==> src/sv/assert_macros.svh <==
// ----------------------------------------------------------------------------
// assert_macros.svh
// concurrent assertion helpers, empty when synthesizing
// ----------------------------------------------------------------------------
`ifndef ASSERT_MACROS_SVH
`define ASSERT_MACROS_SVH

`ifndef SYNTHESIS

// same-cycle implication
`define ASSERT_IMPLY(label, clk, rst, ante, cons) \
   label: assert property (@(posedge clk) disable iff (rst) (ante) |-> (cons)) \
      else $error("implication check failed");

// next-cycle implication
`define ASSERT_NEXT(label, clk, rst, ante, cons) \
   label: assert property (@(posedge clk) disable iff (rst) (ante) |=> (cons)) \
      else $error("next-cycle check failed");

`else

`define ASSERT_IMPLY(label, clk, rst, ante, cons)
`define ASSERT_NEXT(label, clk, rst, ante, cons)

`endif

`endif

==> src/sv/i2cmbe_pkg.sv <==
// ----------------------------------------------------------------------------
// i2cmbe_pkg
// shared types and constants of the i2c master bit engine
// ----------------------------------------------------------------------------
package i2cmbe_pkg;

   typedef logic [2:0] mode_type;
   typedef logic [7:0] byte_type;

   // command codes
   localparam mode_type MODE_START    = 3'd0;
   localparam mode_type MODE_STOP     = 3'd1;
   localparam mode_type MODE_WRITE    = 3'd2;
   localparam mode_type MODE_READ     = 3'd3;
   localparam mode_type MODE_WAIT_ACK = 3'd4;

   localparam int FRAME_HOLD_TICKS_DEF = 4;
   localparam int BIT_PHASE_TICKS_DEF  = 2;

   localparam byte_type ACK_TIMEOUT_RESET = 8'd250;

endpackage

==> src/sv/i2cmbe_ifs.sv <==
// ----------------------------------------------------------------------------
// i2cmbe channel interfaces
// tick request, line result and timeout register write channels
// ----------------------------------------------------------------------------
interface i2cmbe_req_if;
   import i2cmbe_pkg::*;
   logic     valid;
   logic     ready;
   logic     command_valid;
   mode_type mode;
   byte_type write_byte;
   logic     send_ack;
   logic     sda_sample;

   modport source (output valid, command_valid, mode, write_byte, send_ack, sda_sample,
                   input ready);
   modport sink (input valid, command_valid, mode, write_byte, send_ack, sda_sample,
                 output ready);
endinterface

interface i2cmbe_rsp_if;
   import i2cmbe_pkg::*;
   logic     valid;
   logic     ready;
   logic     scl_level;
   logic     sda_level;
   logic     busy_res;
   logic     done_res;
   byte_type read_byte;
   logic     ack_failed;

   modport source (output valid, scl_level, sda_level, busy_res, done_res, read_byte,
                   ack_failed, input ready);
   modport sink (input valid, scl_level, sda_level, busy_res, done_res, read_byte,
                 ack_failed, output ready);
endinterface

interface i2cmbe_csr_if;
   import i2cmbe_pkg::*;
   logic     valid;
   logic     ready;
   byte_type data;

   modport source (output valid, data, input ready);
   modport sink (input valid, data, output ready);
endinterface

==> src/sv/i2c_master_bit_engine.sv <==
// ----------------------------------------------------------------------------
// i2c_master_bit_engine
// i2c master bit engine: start, stop, byte write, byte read, acknowledge wait
// ----------------------------------------------------------------------------
// usage
//   req_ch carries one time-base tick per item: an optional command (taken
//   only while the engine is idle) and the sampled sda level of that tick
//   rsp_ch returns one item per tick: scl/sda drives after the tick, busy,
//   done, the last read byte and the acknowledge timeout flag
//   csr_ch writes the 8-bit acknowledge timeout limit, always ready; write it
//   only while the engine is idle
// latency and throughput
//   one tick item per clock cycle; the result of a tick is valid in the
//   cycle after it is taken, held in a single result register
// reset
//   synchronous, active high: phase idle, both lines released, timeout
//   limit 250, no result pending
// stall
//   while the result register is full and rsp_ch.ready is low, req_ch.ready
//   drops and the engine holds its state; no tick is lost
// ----------------------------------------------------------------------------
`include "assert_macros.svh"

module i2c_master_bit_engine #(
   parameter int FRAME_HOLD_TICKS = i2cmbe_pkg::FRAME_HOLD_TICKS_DEF,
   parameter int BIT_PHASE_TICKS  = i2cmbe_pkg::BIT_PHASE_TICKS_DEF
) (
   input logic          clock,
   input logic          reset,
   i2cmbe_req_if.sink   req_ch,
   i2cmbe_rsp_if.source rsp_ch,
   i2cmbe_csr_if.sink   csr_ch
);
   import i2cmbe_pkg::*;

   // phase codes
   localparam logic [3:0] PH_IDLE     = 4'd0;
   localparam logic [3:0] PH_START_A  = 4'd1;
   localparam logic [3:0] PH_START_B  = 4'd2;
   localparam logic [3:0] PH_STOP_A   = 4'd3;
   localparam logic [3:0] PH_STOP_B   = 4'd4;
   localparam logic [3:0] PH_WR_SETUP = 4'd5;
   localparam logic [3:0] PH_WR_HIGH  = 4'd6;
   localparam logic [3:0] PH_WR_LOW   = 4'd7;
   localparam logic [3:0] PH_RD_LOW   = 4'd8;
   localparam logic [3:0] PH_RD_HIGH  = 4'd9;
   localparam logic [3:0] PH_ACK_LOW  = 4'd10;
   localparam logic [3:0] PH_ACK_HIGH = 4'd11;
   localparam logic [3:0] PH_WA_REL   = 4'd12;
   localparam logic [3:0] PH_WA_CLK   = 4'd13;
   localparam logic [3:0] PH_WA_POLL  = 4'd14;

   // phase lengths in the 3-bit tick counter
   localparam logic [2:0] FRAME_LEN = 3'(FRAME_HOLD_TICKS);
   localparam logic [2:0] BIT_LEN   = 3'(BIT_PHASE_TICKS);
   localparam logic [3:0] BYTE_BITS = 4'd8;

   // engine state
   logic [3:0] phase_ff, phase_in;
   logic [2:0] tick_ff, tick_in;
   logic [3:0] bit_ff, bit_in;
   byte_type   shift_ff, shift_in;
   byte_type   poll_ff, poll_in;
   logic       ack_choice_ff, ack_choice_in;
   logic       scl_ff, scl_in;
   logic       sda_ff, sda_in;
   byte_type   last_read_ff, last_read_in;
   logic       timeout_ff, timeout_in;
   byte_type   limit_ff;
   logic       done_in;

   // result register
   logic       rsp_valid_ff, rsp_valid_in;
   logic       rsp_scl_ff, rsp_sda_ff, rsp_busy_ff, rsp_done_ff, rsp_fail_ff;
   byte_type   rsp_read_ff;

   logic       tick_take;
   logic [2:0] tick_next;
   logic       frame_over, bit_over;
   logic [3:0] bit_next;
   logic [8:0] poll_next;

   // a tick goes in whenever the result register is free or being emptied
   assign req_ch.ready = !rsp_valid_ff || rsp_ch.ready;
   assign tick_take    = req_ch.valid && req_ch.ready;
   assign csr_ch.ready = 1'b1;

   // phase timer: wrap to zero also ends a phase
   assign tick_next  = tick_ff + 3'd1;
   assign frame_over = (tick_next == 3'd0) || (tick_next >= FRAME_LEN);
   assign bit_over   = (tick_next == 3'd0) || (tick_next >= BIT_LEN);
   assign bit_next   = bit_ff + 4'd1;
   assign poll_next  = {1'b0, poll_ff} + 9'd1;

   always_comb begin
      phase_in      = phase_ff;
      tick_in       = tick_ff;
      bit_in        = bit_ff;
      shift_in      = shift_ff;
      poll_in       = poll_ff;
      ack_choice_in = ack_choice_ff;
      scl_in        = scl_ff;
      sda_in        = sda_ff;
      last_read_in  = last_read_ff;
      timeout_in    = timeout_ff;
      done_in       = 1'b0;

      case (phase_ff)
         PH_START_A: begin
            tick_in = frame_over ? 3'd0 : tick_next;
            if (frame_over) begin
               sda_in   = 1'b0;
               phase_in = PH_START_B;
            end
         end
         PH_START_B: begin
            tick_in = frame_over ? 3'd0 : tick_next;
            if (frame_over) begin
               scl_in   = 1'b0;
               phase_in = PH_IDLE;
               done_in  = 1'b1;
            end
         end
         PH_STOP_A: begin
            tick_in = frame_over ? 3'd0 : tick_next;
            if (frame_over) begin
               scl_in   = 1'b1;
               sda_in   = 1'b1;
               phase_in = PH_STOP_B;
            end
         end
         PH_STOP_B: begin
            tick_in = frame_over ? 3'd0 : tick_next;
            if (frame_over) begin
               phase_in = PH_IDLE;
               done_in  = 1'b1;
            end
         end
         PH_WR_SETUP: begin
            tick_in = bit_over ? 3'd0 : tick_next;
            if (bit_over) begin
               scl_in   = 1'b1;
               phase_in = PH_WR_HIGH;
            end
         end
         PH_WR_HIGH: begin
            tick_in = bit_over ? 3'd0 : tick_next;
            if (bit_over) begin
               scl_in   = 1'b0;
               phase_in = PH_WR_LOW;
            end
         end
         PH_WR_LOW: begin
            tick_in = bit_over ? 3'd0 : tick_next;
            if (bit_over) begin
               bit_in = bit_next;
               if (bit_next >= BYTE_BITS) begin
                  phase_in = PH_IDLE;
                  done_in  = 1'b1;
               end else begin
                  // next data bit, msb first
                  sda_in   = shift_ff[7];
                  shift_in = {shift_ff[6:0], 1'b0};
                  phase_in = PH_WR_SETUP;
               end
            end
         end
         PH_RD_LOW: begin
            tick_in = bit_over ? 3'd0 : tick_next;
            if (bit_over) begin
               // scl rises and the line is sampled on the same tick
               scl_in   = 1'b1;
               shift_in = {shift_ff[6:0], req_ch.sda_sample};
               phase_in = PH_RD_HIGH;
            end
         end
         PH_RD_HIGH: begin
            // one tick high
            tick_in = 3'd0;
            scl_in  = 1'b0;
            bit_in  = bit_next;
            if (bit_next >= BYTE_BITS) begin
               last_read_in = shift_ff;
               sda_in       = !ack_choice_ff;
               phase_in     = PH_ACK_LOW;
            end else begin
               phase_in = PH_RD_LOW;
            end
         end
         PH_ACK_LOW: begin
            tick_in = bit_over ? 3'd0 : tick_next;
            if (bit_over) begin
               scl_in   = 1'b1;
               phase_in = PH_ACK_HIGH;
            end
         end
         PH_ACK_HIGH: begin
            tick_in = bit_over ? 3'd0 : tick_next;
            if (bit_over) begin
               scl_in   = 1'b0;
               phase_in = PH_IDLE;
               done_in  = 1'b1;
            end
         end
         PH_WA_REL: begin
            tick_in  = 3'd0;
            scl_in   = 1'b1;
            phase_in = PH_WA_CLK;
         end
         PH_WA_CLK: begin
            tick_in  = 3'd0;
            phase_in = PH_WA_POLL;
         end
         PH_WA_POLL: begin
            if (!req_ch.sda_sample) begin
               // slave acknowledged
               scl_in     = 1'b0;
               timeout_in = 1'b0;
               tick_in    = 3'd0;
               phase_in   = PH_IDLE;
               done_in    = 1'b1;
            end else if (poll_next > {1'b0, limit_ff}) begin
               // timed out: flag it and release the bus with a stop
               timeout_in = 1'b1;
               scl_in     = 1'b0;
               sda_in     = 1'b0;
               tick_in    = 3'd0;
               phase_in   = PH_STOP_A;
            end else begin
               poll_in = poll_next[7:0];
            end
         end
         default: begin
            // idle, and any unused phase code
            phase_in = PH_IDLE;
            tick_in  = 3'd0;
            if (req_ch.command_valid) begin
               case (req_ch.mode)
                  MODE_START: begin
                     scl_in   = 1'b1;
                     sda_in   = 1'b1;
                     phase_in = PH_START_A;
                  end
                  MODE_STOP: begin
                     scl_in   = 1'b0;
                     sda_in   = 1'b0;
                     phase_in = PH_STOP_A;
                  end
                  MODE_WRITE: begin
                     scl_in   = 1'b0;
                     bit_in   = 4'd0;
                     sda_in   = req_ch.write_byte[7];
                     shift_in = {req_ch.write_byte[6:0], 1'b0};
                     phase_in = PH_WR_SETUP;
                  end
                  MODE_READ: begin
                     scl_in        = 1'b0;
                     sda_in        = 1'b1;
                     bit_in        = 4'd0;
                     shift_in      = '0;
                     ack_choice_in = req_ch.send_ack;
                     phase_in      = PH_RD_LOW;
                  end
                  MODE_WAIT_ACK: begin
                     sda_in     = 1'b1;
                     poll_in    = '0;
                     timeout_in = 1'b0;
                     phase_in   = PH_WA_REL;
                  end
                  default: begin
                     // undefined command codes are ignored
                     phase_in = PH_IDLE;
                  end
               endcase
            end
         end
      endcase
   end

   // engine state advances once per accepted tick
   always_ff @(posedge clock) begin
      if (reset) begin
         phase_ff      <= PH_IDLE;
         tick_ff       <= '0;
         bit_ff        <= '0;
         shift_ff      <= '0;
         poll_ff       <= '0;
         ack_choice_ff <= 1'b0;
         scl_ff        <= 1'b1;
         sda_ff        <= 1'b1;
         last_read_ff  <= '0;
         timeout_ff    <= 1'b0;
      end else if (tick_take) begin
         phase_ff      <= phase_in;
         tick_ff       <= tick_in;
         bit_ff        <= bit_in;
         shift_ff      <= shift_in;
         poll_ff       <= poll_in;
         ack_choice_ff <= ack_choice_in;
         scl_ff        <= scl_in;
         sda_ff        <= sda_in;
         last_read_ff  <= last_read_in;
         timeout_ff    <= timeout_in;
      end
   end

   // timeout limit register
   always_ff @(posedge clock) begin
      if (reset) begin
         limit_ff <= ACK_TIMEOUT_RESET;
      end else if (csr_ch.valid && csr_ch.ready) begin
         limit_ff <= csr_ch.data;
      end
   end

   // result register
   always_comb begin
      rsp_valid_in = rsp_valid_ff;
      if (tick_take) begin
         rsp_valid_in = 1'b1;
      end else if (rsp_ch.ready) begin
         rsp_valid_in = 1'b0;
      end
   end

   always_ff @(posedge clock) begin
      if (reset) begin
         rsp_valid_ff <= 1'b0;
      end else begin
         rsp_valid_ff <= rsp_valid_in;
      end
   end

   always_ff @(posedge clock) begin
      if (tick_take) begin
         rsp_scl_ff  <= scl_in;
         rsp_sda_ff  <= sda_in;
         rsp_busy_ff <= (phase_in != PH_IDLE);
         rsp_done_ff <= done_in;
         rsp_read_ff <= last_read_in;
         rsp_fail_ff <= timeout_in;
      end
   end

   assign rsp_ch.valid      = rsp_valid_ff;
   assign rsp_ch.scl_level  = rsp_scl_ff;
   assign rsp_ch.sda_level  = rsp_sda_ff;
   assign rsp_ch.busy_res   = rsp_busy_ff;
   assign rsp_ch.done_res   = rsp_done_ff;
   assign rsp_ch.read_byte  = rsp_read_ff;
   assign rsp_ch.ack_failed = rsp_fail_ff;

   // a finished sequence always leaves the engine idle
   `ASSERT_IMPLY(a_done_not_busy, clock, reset, rsp_valid_ff && rsp_done_ff, !rsp_busy_ff)
   // scl is released for the whole acknowledge poll
   `ASSERT_IMPLY(a_poll_scl_high, clock, reset, phase_ff == PH_WA_POLL, scl_ff)
   // both lines are released while a start condition is set up
   `ASSERT_IMPLY(a_start_released, clock, reset, phase_ff == PH_START_A, scl_ff && sda_ff)
   // a timeout is only ever flagged together with the forced stop
   `ASSERT_IMPLY(a_timeout_stop, clock, reset, $rose(timeout_ff), phase_ff == PH_STOP_A)
   // a taken tick always yields a result
   `ASSERT_NEXT(a_take_result, clock, reset, tick_take, rsp_valid_ff)

endmodule

==> src/flat_wrapper.sv <==
// flat-port wrapper written by rule: the top's interface ports become plain ports
module i2c_master_bit_engine_flat import i2cmbe_pkg::*;
#(
   parameter int FRAME_HOLD_TICKS = i2cmbe_pkg::FRAME_HOLD_TICKS_DEF,
   parameter int BIT_PHASE_TICKS  = i2cmbe_pkg::BIT_PHASE_TICKS_DEF
)
  (clock, reset, req_ch_valid, req_ch_command_valid, req_ch_mode, req_ch_write_byte, req_ch_send_ack, req_ch_sda_sample, req_ch_ready, rsp_ch_valid, rsp_ch_scl_level, rsp_ch_sda_level, rsp_ch_busy_res, rsp_ch_done_res, rsp_ch_read_byte, rsp_ch_ack_failed, rsp_ch_ready, csr_ch_valid, csr_ch_data, csr_ch_ready);
  i2cmbe_req_if req_ch_i ();
  i2cmbe_rsp_if rsp_ch_i ();
  i2cmbe_csr_if csr_ch_i ();
  input logic clock;
  input logic reset;
  input wire logic [$bits(req_ch_i.valid)-1:0] req_ch_valid;
  input wire logic [$bits(req_ch_i.command_valid)-1:0] req_ch_command_valid;
  input wire logic [$bits(req_ch_i.mode)-1:0] req_ch_mode;
  input wire logic [$bits(req_ch_i.write_byte)-1:0] req_ch_write_byte;
  input wire logic [$bits(req_ch_i.send_ack)-1:0] req_ch_send_ack;
  input wire logic [$bits(req_ch_i.sda_sample)-1:0] req_ch_sda_sample;
  output wire logic [$bits(req_ch_i.ready)-1:0] req_ch_ready;
  output wire logic [$bits(rsp_ch_i.valid)-1:0] rsp_ch_valid;
  output wire logic [$bits(rsp_ch_i.scl_level)-1:0] rsp_ch_scl_level;
  output wire logic [$bits(rsp_ch_i.sda_level)-1:0] rsp_ch_sda_level;
  output wire logic [$bits(rsp_ch_i.busy_res)-1:0] rsp_ch_busy_res;
  output wire logic [$bits(rsp_ch_i.done_res)-1:0] rsp_ch_done_res;
  output wire logic [$bits(rsp_ch_i.read_byte)-1:0] rsp_ch_read_byte;
  output wire logic [$bits(rsp_ch_i.ack_failed)-1:0] rsp_ch_ack_failed;
  input wire logic [$bits(rsp_ch_i.ready)-1:0] rsp_ch_ready;
  input wire logic [$bits(csr_ch_i.valid)-1:0] csr_ch_valid;
  input wire logic [$bits(csr_ch_i.data)-1:0] csr_ch_data;
  output wire logic [$bits(csr_ch_i.ready)-1:0] csr_ch_ready;
  assign req_ch_i.valid = req_ch_valid;
  assign req_ch_i.command_valid = req_ch_command_valid;
  assign req_ch_i.mode = req_ch_mode;
  assign req_ch_i.write_byte = req_ch_write_byte;
  assign req_ch_i.send_ack = req_ch_send_ack;
  assign req_ch_i.sda_sample = req_ch_sda_sample;
  assign req_ch_ready = req_ch_i.ready;
  assign rsp_ch_valid = rsp_ch_i.valid;
  assign rsp_ch_scl_level = rsp_ch_i.scl_level;
  assign rsp_ch_sda_level = rsp_ch_i.sda_level;
  assign rsp_ch_busy_res = rsp_ch_i.busy_res;
  assign rsp_ch_done_res = rsp_ch_i.done_res;
  assign rsp_ch_read_byte = rsp_ch_i.read_byte;
  assign rsp_ch_ack_failed = rsp_ch_i.ack_failed;
  assign rsp_ch_i.ready = rsp_ch_ready;
  assign csr_ch_i.valid = csr_ch_valid;
  assign csr_ch_i.data = csr_ch_data;
  assign csr_ch_ready = csr_ch_i.ready;
  i2c_master_bit_engine #(.FRAME_HOLD_TICKS(FRAME_HOLD_TICKS), .BIT_PHASE_TICKS(BIT_PHASE_TICKS)) u_core (.clock(clock), .reset(reset), .req_ch(req_ch_i), .rsp_ch(rsp_ch_i), .csr_ch(csr_ch_i));
endmodule
==> config.mk <==
export PLATFORM = sky130hd
export DESIGN_NAME = i2c_master_bit_engine_flat
export DESIGN_NICKNAME = d
export VERILOG_FILES = /design/src/sv/i2cmbe_pkg.sv /design/src/sv/i2cmbe_ifs.sv /design/src/sv/i2c_master_bit_engine.sv /design/src/flat_wrapper.sv
export VERILOG_INCLUDE_DIRS = /design/src /design/src/sv
export SDC_FILE = /design/constraint.sdc
export NUM_CORES = 1
export LEC_CHECK = 0
export ABC_AREA = 1
export BUFFER_PORTS_ARGS = -buffer_cell sky130_fd_sc_hd__buf_4
export CAP_MARGIN = 10
export CORE_MARGIN = 1.5
export CORE_UTILIZATION = 45
export DETAILED_ROUTE_END_ITERATION = 8
export MAX_ROUTING_LAYER = met4
export PLACE_DENSITY = 0.67
export SLEW_MARGIN = 20
export SYNTH_ARGS = -nofsm -noshare
export SYNTH_HDL_FRONTEND = slang
export SYNTH_SLANG_ARGS = --single-unit
==> constraint.sdc <==
create_clock -name clock -period 2.4 [get_ports clock]
set_input_delay 0.36 -clock clock [delete_from_list [all_inputs] [get_ports clock]]
set_output_delay 0.36 -clock clock [all_outputs]
set_load 0.03 [all_outputs]
==> results.py <==
metrics = {
    "place": {
        "placedInstanceArea_mm2": 0.00420,
        "dp.cells": 690,
        "hpwl_um": 7280,
        "port_buffers": 41,
        "gp_congestion": 1.03,
    },
    "timing": {
        "fin_crit_sh_pct": 97.1,
        "skew_ps": 13.4,
        "holdWs_ps": 224,
        "fin_tns_setup_ps": 0,
        "maxSlewViolCount": 0,
        "fmax_mhz": 429,
        "relSlewSlack_pct": 54.5,
        "finalHoldViolations": 0,
        "setup_viol": 0,
        "worstMarginPinSlew_ps": 681,
        "rsz0062_at_grt": "true",
        "timing.final.crit_period_ps": 2330,
    },
    "layout": {
        "final_common_cell": "nand2_1",
        "fin_cells": 707,
        "mostFrequentLayoutCells": "94 x nand2_1, 74 x inv_1, 72 x nor2_1",
        "antennaDiodeCount": 0,
        "syn_to_final_growth_pct": 23.9,
        "design_area_mm2": 0.00453,
        "fin_nets": 640,
        "drive_gt1_share_pct": 22.3,
    },
    "critical_path": {
        "crit_fanout": 5,
        "crit_path_end": "u_core.rsp_ch.busy_res",
        "startpoint": "u_core.poll_ff[1]",
        "r2r_start": "u_core.poll_ff[1]",
        "regToRegEndpoint": "u_core.rsp_ch.busy_res",
        "r2r_setup_slack_ps": 70,
        "crit_path_start_kind": "flop",
        "arrival_ps": 2440,
        "end_kind": "flop",
        "r2r.worst_path.cells": 15,
        "cp.required_ps": 2510,
        "timing_worst_setup_path_type": "flop to flop",
    },
    "clock_network": {
        "cts_setup_buffers": 0,
        "postCtsHoldBufs": 0,
        "clockBufferDepth": 2,
        "cts_tree": "built",
        "clockRootBuffer": "clkbuf_8",
        "clk_pin_slew_worst_paths_ps": 80,
        "cts_buffers": 9,
        "cts_max_level": 3,
        "insertion_delay_ps": 350,
        "cts_sinks": 61,
    },
    "synthesis": {
        "synthesis.area_mm2": 0.00365,
        "synth_nets": 579,
        "seq_area_frac_synth_pct": 37.0,
        "synth_cell_types": 43,
        "async_flop_share_pct": 0,
        "yosys_register_bits": 61,
        "synthCells": 539,
        "postSynthAreaPerCell_um2": 6.78,
        "ys_dominant_reg_cell": "dfxtp_1",
        "yosys_warnings": 0,
        "synth_edf_count": 13,
    },
    "drt": {
        "firstDrtPassIters": 5,
        "ant_nets": 0,
        "routed_wl_um": 9990,
        "drtIter0Drc": 295,
        "drc": 0,
        "vias": 3706,
        "viasPerCell": 5.24,
        "avgRoutedWirePerCell_um": 14.1,
    },
    "power": {
        "p_leak_nw": 2.20,
        "powerDensity_mw_per_mm2": 581,
        "vdd_drop_max_uv": 299,
    },
    "die": {
        "die_w_um": 93.1,
        "rows": 32,
        "core_area_mm2": 0.00781,
        "io_pins": 43,
        "die_area_mm2": 0.00867,
        "initial_utilization_pct": 46.8,
        "die_h_um": 93.1,
    },
    "outcome": {
        "status": "completed",
    },
    "hold_path": {
        "hold_class": "primary input to flop",
    },
    "job": {
        "drv_cap": 0,
    },
    "grt": {
        "grt_max_degree": 28,
        "grt_pass1_wl_um": 16300,
        "grt-ovfl-total": 0,
        "grt_antenna_before_repair": 0,
        "grt_util_all_layers_pct": 24.9,
        "grt_pass1_vias": 3466,
    },
}
-- area by class of cell --
| cell class | count | area [µm²] |
|---|---|---|
| multi-input combinational | 381 | 2070 |
| fill | 789 | 3280 |
| inverter | 82 | 309 |
| clock inverter | 7 | 48.8 |
| tap | 102 | 128 |
| sequential | 61 | 1360 |
| timing repair buffer | 65 | 488 |
| clock buffer | 9 | 124 |
-- per-layer routing --
layer / wire length [µm] / GRT usage, %
met1: 4410 / 31.1
met2: 4650 / 41.0
met3: 612 / 3.17
met4: 319 / 9.85
met5: 0 / -
-- critical path, stage by stage, from the launching register on --
cell,delay (ps)
dfxtp_4,380
nand2_2,60
nor2_4,120
nand2_1,70
nor2_2,110
nand2_2,80
xnor2_2,150
ha_1,290
and3_1,170
nand2_1,60
nand2_1,90
nand2_2,100
nand2_4,110
nand4_1,120
nor2_1,130
nand2_1,50
-- report_power, final --
part | leakage (nW) | internal (mW) | switching [mW]
clock | 0.0898 | 0.377 | 0.449
sequential | 0.525 | 1.12 | 0.0390
combinational | 1.58 | 0.238 | 0.409
-- logic make-up (layout without fill, tap and decap cells) --
| kind of cell | after synthesis | in the layout | share of synthesized area (%) |
|---|---|---|---|
| flops | 61 | 61 | 37.0 |
| buf+inv | 98 | 163 | 10.5 |
| simple gates | 237 | 237 | 28.6 |
| fa+ha+maj | 13 | 13 | 4.45 |
| compound gates | 121 | 122 | 17.5 |
| other cells | 1 | 1 | 0.103 |
| xor+xnor | 8 | 8 | 1.92 |
-- synth_stat cells (2+ instances only) --
cell type | number | share of area, %
o21ai_0 | 37 | 5.1
nand3b_1 | 2 | 0.41
dfxtp_1 | 48 | 26
o21ai_1 | 13 | 1.8
xor2_1 | 4 | 0.96
nor2_2 | 3 | 0.51
nand2_1 | 102 | 10
inv_1 | 74 | 7.6
ha_1 | 13 | 4.5
edfxtp_1 | 13 | 11
nand3_1 | 23 | 3.1
buf_2 | 4 | 0.55
nand3_2 | 3 | 0.82
o211ai_1 | 3 | 0.62
a21oi_1 | 60 | 8.2
nor3_1 | 8 | 1.1
clkbuf_1 | 9 | 0.92
nor2_1 | 76 | 7.8
nand4_1 | 8 | 1.4
xnor2_1 | 4 | 0.96
nor4_1 | 3 | 0.51
nor3_2 | 3 | 0.82
inv_2 | 6 | 0.62
-- timing repair --
action                     CTS  global route
pin swaps                    0             9
resized for setup            7            31
setup endpoints to repair   10            27
cloned                       1             0
-- per-stage QoR --
step	utilization [%]	power, mW	worst slack, ps
after floorplan	-	1.58	117
after global placement	53.8	1.81	17.0
after detailed placement	53.8	1.81	-96.6
after CTS	56.3	2.63	27.1
after global routing	58.0	2.77	-123
final	58.0	2.63	69.9
-- how the worst min path moves through the flow --
stage                            from            endpoint  depth (start not counted)
floorplan           u_core.tick_ff[2]   u_core.tick_ff[2]                          2
global placement    u_core.tick_ff[2]   u_core.tick_ff[2]                          2
detailed placement  u_core.tick_ff[2]   u_core.tick_ff[2]                          2
CTS                    csr_ch_data[3]  u_core.limit_ff[3]                          3
global route           csr_ch_data[3]  u_core.limit_ff[3]                          3
finish                 csr_ch_data[3]  u_core.limit_ff[3]                          3
-- sequential cells by signal (all words and copies together) (netlist names), 3 cells and up --
| name | cells |
|---|---|
| u_core.shift_ff | 8 |
| u_core.limit_ff | 8 |
| u_core.phase_ff | 4 |
| u_core.rsp_ch.read_byte | 8 |
| u_core.bit_ff | 4 |
| u_core.poll_ff | 8 |
| u_core.last_read_ff | 8 |
| u_core.tick_ff | 3 |
Note: power is estimated with default switching activity, not from simulation.
